==> src/rtl/a85_pkg.sv <==
// ============================================================================
// a85_pkg
// Shared types, character codes and helpers for the ASCII85 stream decoder.
// ============================================================================
`default_nettype none

package a85_pkg;

    // Most results one input character can cause.
    localparam int unsigned BURST_MAX = 4;

    localparam logic [7:0] CHAR_FIRST_DIGIT = 8'h21;  // '!'
    localparam logic [7:0] CHAR_LAST_DIGIT  = 8'h75;  // 'u'
    localparam logic [7:0] CHAR_ZERO_GROUP  = 8'h7A;  // 'z'
    localparam logic [7:0] CHAR_TILDE       = 8'h7E;  // '~'
    localparam logic [7:0] CHAR_GT          = 8'h3E;  // '>'
    localparam logic [7:0] CHAR_SPACE       = 8'h20;
    localparam logic [7:0] CHAR_TAB         = 8'h09;
    localparam logic [7:0] CHAR_LF          = 8'h0A;
    localparam logic [7:0] CHAR_FF          = 8'h0C;
    localparam logic [7:0] CHAR_CR          = 8'h0D;

    localparam logic [31:0] DIGIT_BASE      = 32'd85;
    localparam logic [2:0]  GROUP_DIGITS    = 3'd5;

    typedef enum logic [2:0] {
        KIND_DATA      = 3'd0,
        KIND_END       = 3'd1,
        KIND_BADCHAR   = 3'd2,
        KIND_PREMATURE = 3'd3,
        KIND_BADTERM   = 3'd4
    } kind_t;

    typedef struct packed {
        logic [7:0] in_char;
        logic       in_eof;
    } in_item_t;

    typedef struct packed {
        logic [7:0] out_byte;
        kind_t      out_kind;
        logic       out_last;
    } out_item_t;

    typedef struct packed {
        logic [2:0]  digit_count;
        logic [31:0] group_value;
        logic        saw_tilde;
    } dec_state_t;

    // Results of one character, entry 0 delivered first.
    typedef struct packed {
        logic                            nonempty;
        out_item_t [BURST_MAX-1:0]       ent;
    } burst_t;

    function automatic logic is_space(input logic [7:0] c);
        is_space = (c == CHAR_SPACE) || (c == CHAR_TAB) || (c == CHAR_LF) ||
                   (c == CHAR_FF) || (c == CHAR_CR);
    endfunction

    // 85^(5-n) for a partial group of n digits. Padding n digits with 84 up to
    // five gives (v + 1) * 85^(5-n) - 1, modulo 2^32.
    function automatic logic [19:0] pad_pow(input logic [2:0] n);
        case (n)
            3'd2:    pad_pow = 20'd614125;
            3'd3:    pad_pow = 20'd7225;
            3'd4:    pad_pow = 20'd85;
            default: pad_pow = 20'd1;
        endcase
    endfunction

endpackage

`default_nettype wire

==> src/rtl/a85_decode.sv <==
// ============================================================================
// a85_decode
// Single-pass decode of one character against the group state: next state
// and the burst of up to four results.
// ============================================================================
`default_nettype none

module a85_decode (
    input  wire a85_pkg::in_item_t   item,
    input  wire a85_pkg::dec_state_t st,
    output a85_pkg::dec_state_t      nxt,
    output a85_pkg::burst_t          burst
);
    import a85_pkg::*;

    logic [7:0]  c;
    logic [31:0] padded;
    logic [31:0] folded;
    logic [31:0] word;
    logic [2:0]  n_bytes;
    logic        has_term;
    kind_t       term_kind;
    logic [2:0]  total;

    assign c      = item.in_char;
    assign padded = 32'((st.group_value + 32'd1) * {12'd0, pad_pow(st.digit_count)})
                    - 32'd1;
    assign folded = 32'(st.group_value * DIGIT_BASE) + {24'd0, c - CHAR_FIRST_DIGIT};

    always_comb
    begin
        nxt       = st;
        word      = '0;
        n_bytes   = 3'd0;
        has_term  = 1'b0;
        term_kind = KIND_END;
        if (st.saw_tilde)
        begin
            has_term = 1'b1;
            nxt      = '0;
            if (!item.in_eof && c == CHAR_GT)
            begin
                term_kind = KIND_END;
                if (st.digit_count >= 3'd2)
                begin
                    word    = padded;
                    n_bytes = st.digit_count - 3'd1;
                end
            end
            else
            begin
                term_kind = KIND_BADTERM;
            end
        end
        else if (item.in_eof)
        begin
            has_term  = 1'b1;
            term_kind = KIND_PREMATURE;
            nxt       = '0;
        end
        else if (is_space(c))
        begin
            nxt = st;
        end
        else if (c == CHAR_TILDE)
        begin
            nxt.saw_tilde = 1'b1;
        end
        else if (c == CHAR_ZERO_GROUP && st.digit_count == 3'd0)
        begin
            n_bytes = 3'd4;
        end
        else if (c >= CHAR_FIRST_DIGIT && c <= CHAR_LAST_DIGIT)
        begin
            if (st.digit_count + 3'd1 >= GROUP_DIGITS)
            begin
                word    = folded;
                n_bytes = 3'd4;
                nxt     = '0;
            end
            else
            begin
                nxt.digit_count = st.digit_count + 3'd1;
                nxt.group_value = folded;
            end
        end
        else
        begin
            has_term  = 1'b1;
            term_kind = KIND_BADCHAR;
            nxt       = '0;
        end
    end

    assign total = n_bytes + {2'd0, has_term};

    always_comb
    begin
        burst          = '0;
        burst.nonempty = (total != 3'd0);
        for (int i = 0; i < BURST_MAX; i++)
        begin
            if (3'(i) < n_bytes)
            begin
                burst.ent[i].out_byte = word[31-8*i -: 8];
                burst.ent[i].out_kind = KIND_DATA;
            end
            else if (has_term && 3'(i) == n_bytes)
            begin
                burst.ent[i].out_byte = 8'd0;
                burst.ent[i].out_kind = term_kind;
            end
            burst.ent[i].out_last = (3'(i) == total - 3'd1);
        end
    end

endmodule

`default_nettype wire

==> src/rtl/a85_burst.sv <==
// ============================================================================
// a85_burst
// Result register: holds one burst and hands it out one result per cycle while res_stall is low.
// ============================================================================
`default_nettype none

module a85_burst (
    input  wire logic             clk,
    input  wire logic             rst_n,
    input  wire logic             load,
    input  wire a85_pkg::burst_t  burst,
    output logic                  free,
    output logic                  res_valid,
    input  wire logic             res_stall,
    output a85_pkg::out_item_t    res_data
);
    import a85_pkg::*;

    out_item_t [BURST_MAX-1:0]     ent_reg;
    logic                          busy_reg;
    logic                          busy_next;
    logic [$clog2(BURST_MAX)-1:0]  idx_reg;
    logic [$clog2(BURST_MAX)-1:0]  idx_next;
    logic                          drain;
    logic                          drain_last;

    assign res_valid  = busy_reg;
    assign res_data   = ent_reg[idx_reg];
    assign drain      = busy_reg && !res_stall;
    assign drain_last = drain && ent_reg[idx_reg].out_last;
    assign free       = !busy_reg || drain_last;

    always_comb
    begin
        busy_next = busy_reg;
        idx_next  = idx_reg;
        if (load && burst.nonempty)
        begin
            busy_next = 1'b1;
            idx_next  = '0;
        end
        else if (drain_last)
        begin
            busy_next = 1'b0;
            idx_next  = '0;
        end
        else if (drain)
        begin
            idx_next = idx_reg + 1'b1;
        end
    end

    always_ff @(posedge clk or negedge rst_n)
    begin
        if (!rst_n)
        begin
            busy_reg <= 1'b0;
            idx_reg  <= '0;
        end
        else
        begin
            busy_reg <= busy_next;
            idx_reg  <= idx_next;
        end
    end

    always_ff @(posedge clk)
    begin
        if (load)
        begin
            ent_reg <= burst.ent;
        end
    end

endmodule

`default_nettype wire

==> src/rtl/ascii85_stream_decoder_unit.sv <==
// ============================================================================
// ascii85_stream_decoder_unit
// Streaming ASCII85 decoder: characters in, decoded bytes and status out.
// ============================================================================
`default_nettype none

// One character is accepted per cycle while the input is not stalled. Each
// character is registered, decoded in a single pass against the group state
// (a 32-bit value, a digit count and a pending '~' flag) and its results,
// zero to four of them, are loaded into a result register that delivers one
// result per cycle while res_stall is low. Characters that give no result
// (whitespace, the first four digits of a group, '~') pass at the full rate
// of one per cycle unless a previous burst still drains. The results of a
// character leave the result port one by one; one more character may wait
// in the input register meanwhile. Each character goes through the input
// register and then the result register on its way to the port. After an end
// or error result the decoder restarts cleanly on the next character.
module ascii85_stream_decoder_unit (
    input  wire logic              clk,
    input  wire logic              rst_n,
    input  wire logic              char_valid,
    output logic                   char_stall,
    input  wire a85_pkg::in_item_t char_data,
    output logic                   res_valid,
    input  wire logic              res_stall,
    output a85_pkg::out_item_t     res_data
);
    import a85_pkg::*;

    // Input register
    in_item_t   item_reg;
    logic       item_valid_reg;
    logic       item_valid_next;

    // Group state
    dec_state_t state_reg;
    dec_state_t state_next;
    dec_state_t dec_next;

    burst_t     burst;
    logic       free;
    logic       advance;
    logic       take;

    // Advance the held request into the result register once it can take it;
    // hold the input while the previous burst still drains.
    assign advance    = item_valid_reg && free;
    assign char_stall = item_valid_reg && !free;
    assign take       = char_valid && !char_stall;

    a85_decode u_decode (
        .item  (item_reg),
        .st    (state_reg),
        .nxt   (dec_next),
        .burst (burst)
    );

    a85_burst u_burst (
        .clk       (clk),
        .rst_n     (rst_n),
        .load      (advance),
        .burst     (burst),
        .free      (free),
        .res_valid (res_valid),
        .res_stall (res_stall),
        .res_data  (res_data)
    );

    always_comb
    begin
        item_valid_next = item_valid_reg;
        if (take)
        begin
            item_valid_next = 1'b1;
        end
        else if (advance)
        begin
            item_valid_next = 1'b0;
        end
    end

    // Commit the group state only when the request moves on.
    assign state_next = advance ? dec_next : state_reg;

    always_ff @(posedge clk or negedge rst_n)
    begin
        if (!rst_n)
        begin
            item_valid_reg <= 1'b0;
            state_reg      <= '0;
        end
        else
        begin
            item_valid_reg <= item_valid_next;
            state_reg      <= state_next;
        end
    end

    always_ff @(posedge clk)
    begin
        if (take)
        begin
            item_reg <= char_data;
        end
    end

`ifndef NO_ASSERTIONS
    // A group never holds five digits: the fifth digit always flushes it.
    a_digit_count_range: assert property (@(posedge clk) disable iff (!rst_n)
        state_reg.digit_count <= 3'd4)
        else $error("digit count out of range");

    // End and error results are always the last of their burst.
    a_status_is_last: assert property (@(posedge clk) disable iff (!rst_n)
        res_valid && res_data.out_kind != KIND_DATA |-> res_data.out_last)
        else $error("status result not marked last");

    // Input stalls only while a request is held.
    a_stall_held: assert property (@(posedge clk) disable iff (!rst_n)
        char_stall |-> item_valid_reg && res_valid)
        else $error("input stalled without a held request");

    // A pending '~' leaves the group untouched until the next character.
    a_tilde_keeps_group: assert property (@(posedge clk) disable iff (!rst_n)
        $rose(state_reg.saw_tilde) |-> $stable(state_reg.group_value))
        else $error("group changed on tilde");
`endif

endmodule

`default_nettype wire

==> config.mk <==
export PLATFORM = sky130hd
export DESIGN_NAME = ascii85_stream_decoder_unit
export DESIGN_NICKNAME = d
export VERILOG_FILES = /design/src/rtl/a85_pkg.sv /design/src/rtl/a85_decode.sv /design/src/rtl/a85_burst.sv /design/src/rtl/ascii85_stream_decoder_unit.sv
export SDC_FILE = /design/constraint.sdc
export NUM_CORES = 1
export LEC_CHECK = 0
export ABC_AREA = 0
export BUFFER_PORTS_ARGS = -buffer_cell sky130_fd_sc_hd__buf_4
export CAP_MARGIN = 20
export CORE_AREA = 2 2 259 261
export DETAILED_ROUTE_END_ITERATION = 10
export DIE_AREA = 0 0 261 263
export GPL_ROUTABILITY_DRIVEN = 0
export PLACE_DENSITY = 0.46
export SLEW_MARGIN = 20
export SYNTH_ARGS = -nofsm -noshare
export SYNTH_HDL_FRONTEND = slang
export SYNTH_SLANG_ARGS = --single-unit
==> constraint.sdc <==
create_clock -name clk -period 8.9 [get_ports clk]
set_input_delay 1.335 -clock clk [delete_from_list [all_inputs] [get_ports clk]]
set_output_delay 1.335 -clock clk [all_outputs]
set_load 0.005 [all_outputs]
==> flow_summary_export.csv <==
group,metric,value,unit
floorplanning,start_util,29.76,%
status,status,"finished clean",
sta,setup_viol,0,
routing,wl,58080,um
clocking,path_clk_slew,70,ps
finish,drive_gt1_share,6.575,%
worst_setup_path,worstSetupPathType,"flip-flop to flip-flop",
floorplanning,ios,27,
clocking,cts_sinks,97,
floorplanning,num_rows,94,
finish,syn_to_final_growth,9.494,%
synthesis,synth_ff_type,"edfxtp_1",
floorplanning,die_w,261,um
routing,met2_length,27090,um
finish,largest_reg_flops,48,
clocking,clk_latency,380,ps
finish,antenna_cells,0,
grt,grt_pass1_vias,15360,
sta,grt_setup_unrepaired,"false",
routing,drc,0,
sta,max_freq,0.1189,GHz
synthesis,synth_top_area_share,31.77,%
sta,period_minus_slack,8412,ps
routing,wl_met3,2280,um
sta,tns,0,ps
grt,gr-total-overflow,0,
hold_path,hold_depth,2,
grt,grt_pass1_wl,91450,um
job,maxCapViolCount,0,
synthesis,synth_area_leader_cell,"fa_1",
sta,setup_ws,487.8,ps
worst_setup_path,critPathLaunchType,"flip-flop",
sta,fin_skew,18.26,ps
floorplanning,die_y,263,um
sta,maxSlewViolCount,0,
floorplanning,core_area,65630,sq um
grt,antenna_found_initial,0,
worst_setup_path,critical_path.slowest_cell,"dfrtp_1",
place,io_buffers,26,
synthesis,synthDistinctLibCells,74,
synthesis,synth_edf_count,57,
worst_setup_path,worstPathArrival,8500,ps
hold_path,hp-start,"item_valid_reg",
clocking,cts_hold_buf,0,
place,post-dp-hpwl,50740,um
floorplanning,dieArea,68640,sq um
clocking,root_buffer,"clkbuf_16",
worst_setup_path,path_max_fanout,7,
synthesis,syn_area_per_cell,9.468,sq um
routing,routedWlPerCell,19.50,um
hold_path,hold_path.class,"flip-flop to flip-flop",
synthesis,async_reset_ff_share,41.24,%
sta,slew_headroom,35.67,%
routing,drt_iter0_markers,969,
worst_setup_path,worstPathRequired,8990,ps
routing,drtAntennaViolNets,0,
synthesis,synth_area_leaders,"fa_1, ha_1, inv_1",
grt,grt_max_degree,51,
clocking,clk_path_buf_depth,2,
worst_setup_path,max_stage_delay,560,ps
sta,final-hold-violation-count,0,
routing,vias,13860,
worst_setup_path,reg2regPathDepth,30,
routing,viasPerCell,4.653,
synthesis,synth_area,19530,sq um
worst_setup_path,rr_startpoint,"state_reg[15]",
sta,final.period_utilization,94.52,%
finish,final_common_cell,"inv_1",
finish,final_cell_mix,"inv_1, fa_1, ha_1, nor2_1, nand2_1",
clocking,cts_tree,"built",
routing,wl_met1,26870,um
grt,grt_usage,17.63,%
routing,top_layer,"met4",
worst_setup_path,cpMostUsedCell,"fa_1",
clocking,cts-htree-levels,3,
synthesis,synth-seq-cells,97,
clocking,cts_made_buffers,9,
finish,fin_nets,2692,
synthesis,syn_inst,2063,
sta,tightest_slew,960.5,ps
synthesis,yosysWarnings,0,
routing,first_pass_iters,5,
finish,post-route-util,32.59,%
worst_setup_path,critPathLaunch,"state_reg[15]",
synthesis,ys_seq_area_share,13.89,%
place,pre_cts_ws,157.0,ps
worst_setup_path,end_kind,"flip-flop",
-- area by class of cell --
type                            count  area (sq um)
Fill cell                        6831         44240
Multi-Input combinational cell   1371         14640
Sequential cell                    97          2718
Inverter                          560          2102
Tap cell                          864          1081
Timing Repair Buffer               70         525.5
Clock buffer                       10         229.0
Clock inverter                      6         96.34
-- worst max-delay path: cells and delay by family, from the launching register on --
family	cells	cell delay, ps
adder cells (fa/ha/maj)	8	3790
AO/OA/AOI/OAI	8	1380
AND/OR/NAND/NOR	6	1180
XOR/XNOR	2	710
flip-flops	1	560
buffers and inverters	6	510
-- Yosys cell counts (14+ instances only) --
cell type  instances
a21o_1            33
a21oi_1           61
a22o_1            32
a22oi_1           20
clkbuf_1          24
dfrtp_1           40
edfxtp_1          57
fa_1             310
ha_1             260
inv_1            559
nand2_1          121
nand3_1           14
nor2_1           148
nor3_1            17
o21ai_0           45
xnor2_1           92
xor2_1            39
-- metal layers --
layer / vias to the layer above / GRT usage [%]
li1: 6541 / -
met1: 6963 / 24.12
met2: 286 / 29.04
met3: 66 / 2.060
met4: 0 / 5.467
met5: - / 0
-- what timing repair did --
item | 4_1_cts | 5_1_grt
endpoints found under the setup margin | 0 | 8
gates resized for setup | 0 | 9
buffers inserted | 0 | 5
-- cells by family after synthesis --
kind of cell | count (synthesis) | synth area share (%)
simple gates | 387 | 9.154
other cells | 1 | 0.01920
xor+xnor | 137 | 6.463
fa+ha+maj | 570 | 48.43
flops | 97 | 13.89
buf+inv | 598 | 11.54
compound gates | 258 | 8.968
mux | 15 | 1.544
-- worst paths after layout --
kind,slack (ps),end
max,490,u_burst.ent_reg[8]
min,570,u_burst.res_valid
max reg2reg,490,u_burst.ent_reg[8]
min reg2reg,570,u_burst.res_valid
max in group asynchronous,7440,state_reg[17]
min in group asynchronous,970,u_burst.idx_reg[1]
-- per-stage QoR --
stage | hold slack [ps] | instances | area (sq um)
after floorplan | 506.5 | 2066 | 19540
after global placement | 553.1 | 2957 | 21000
after detailed placement | 559.0 | 2957 | 21000
after CTS | 578.0 | 2973 | 21320
after global routing | 610.3 | 2978 | 21390
final | 571.1 | 2978 | 21390
Power is not shown: default switching activity piles up to over one toggle a cycle in this logic, so the estimate is an artifact.
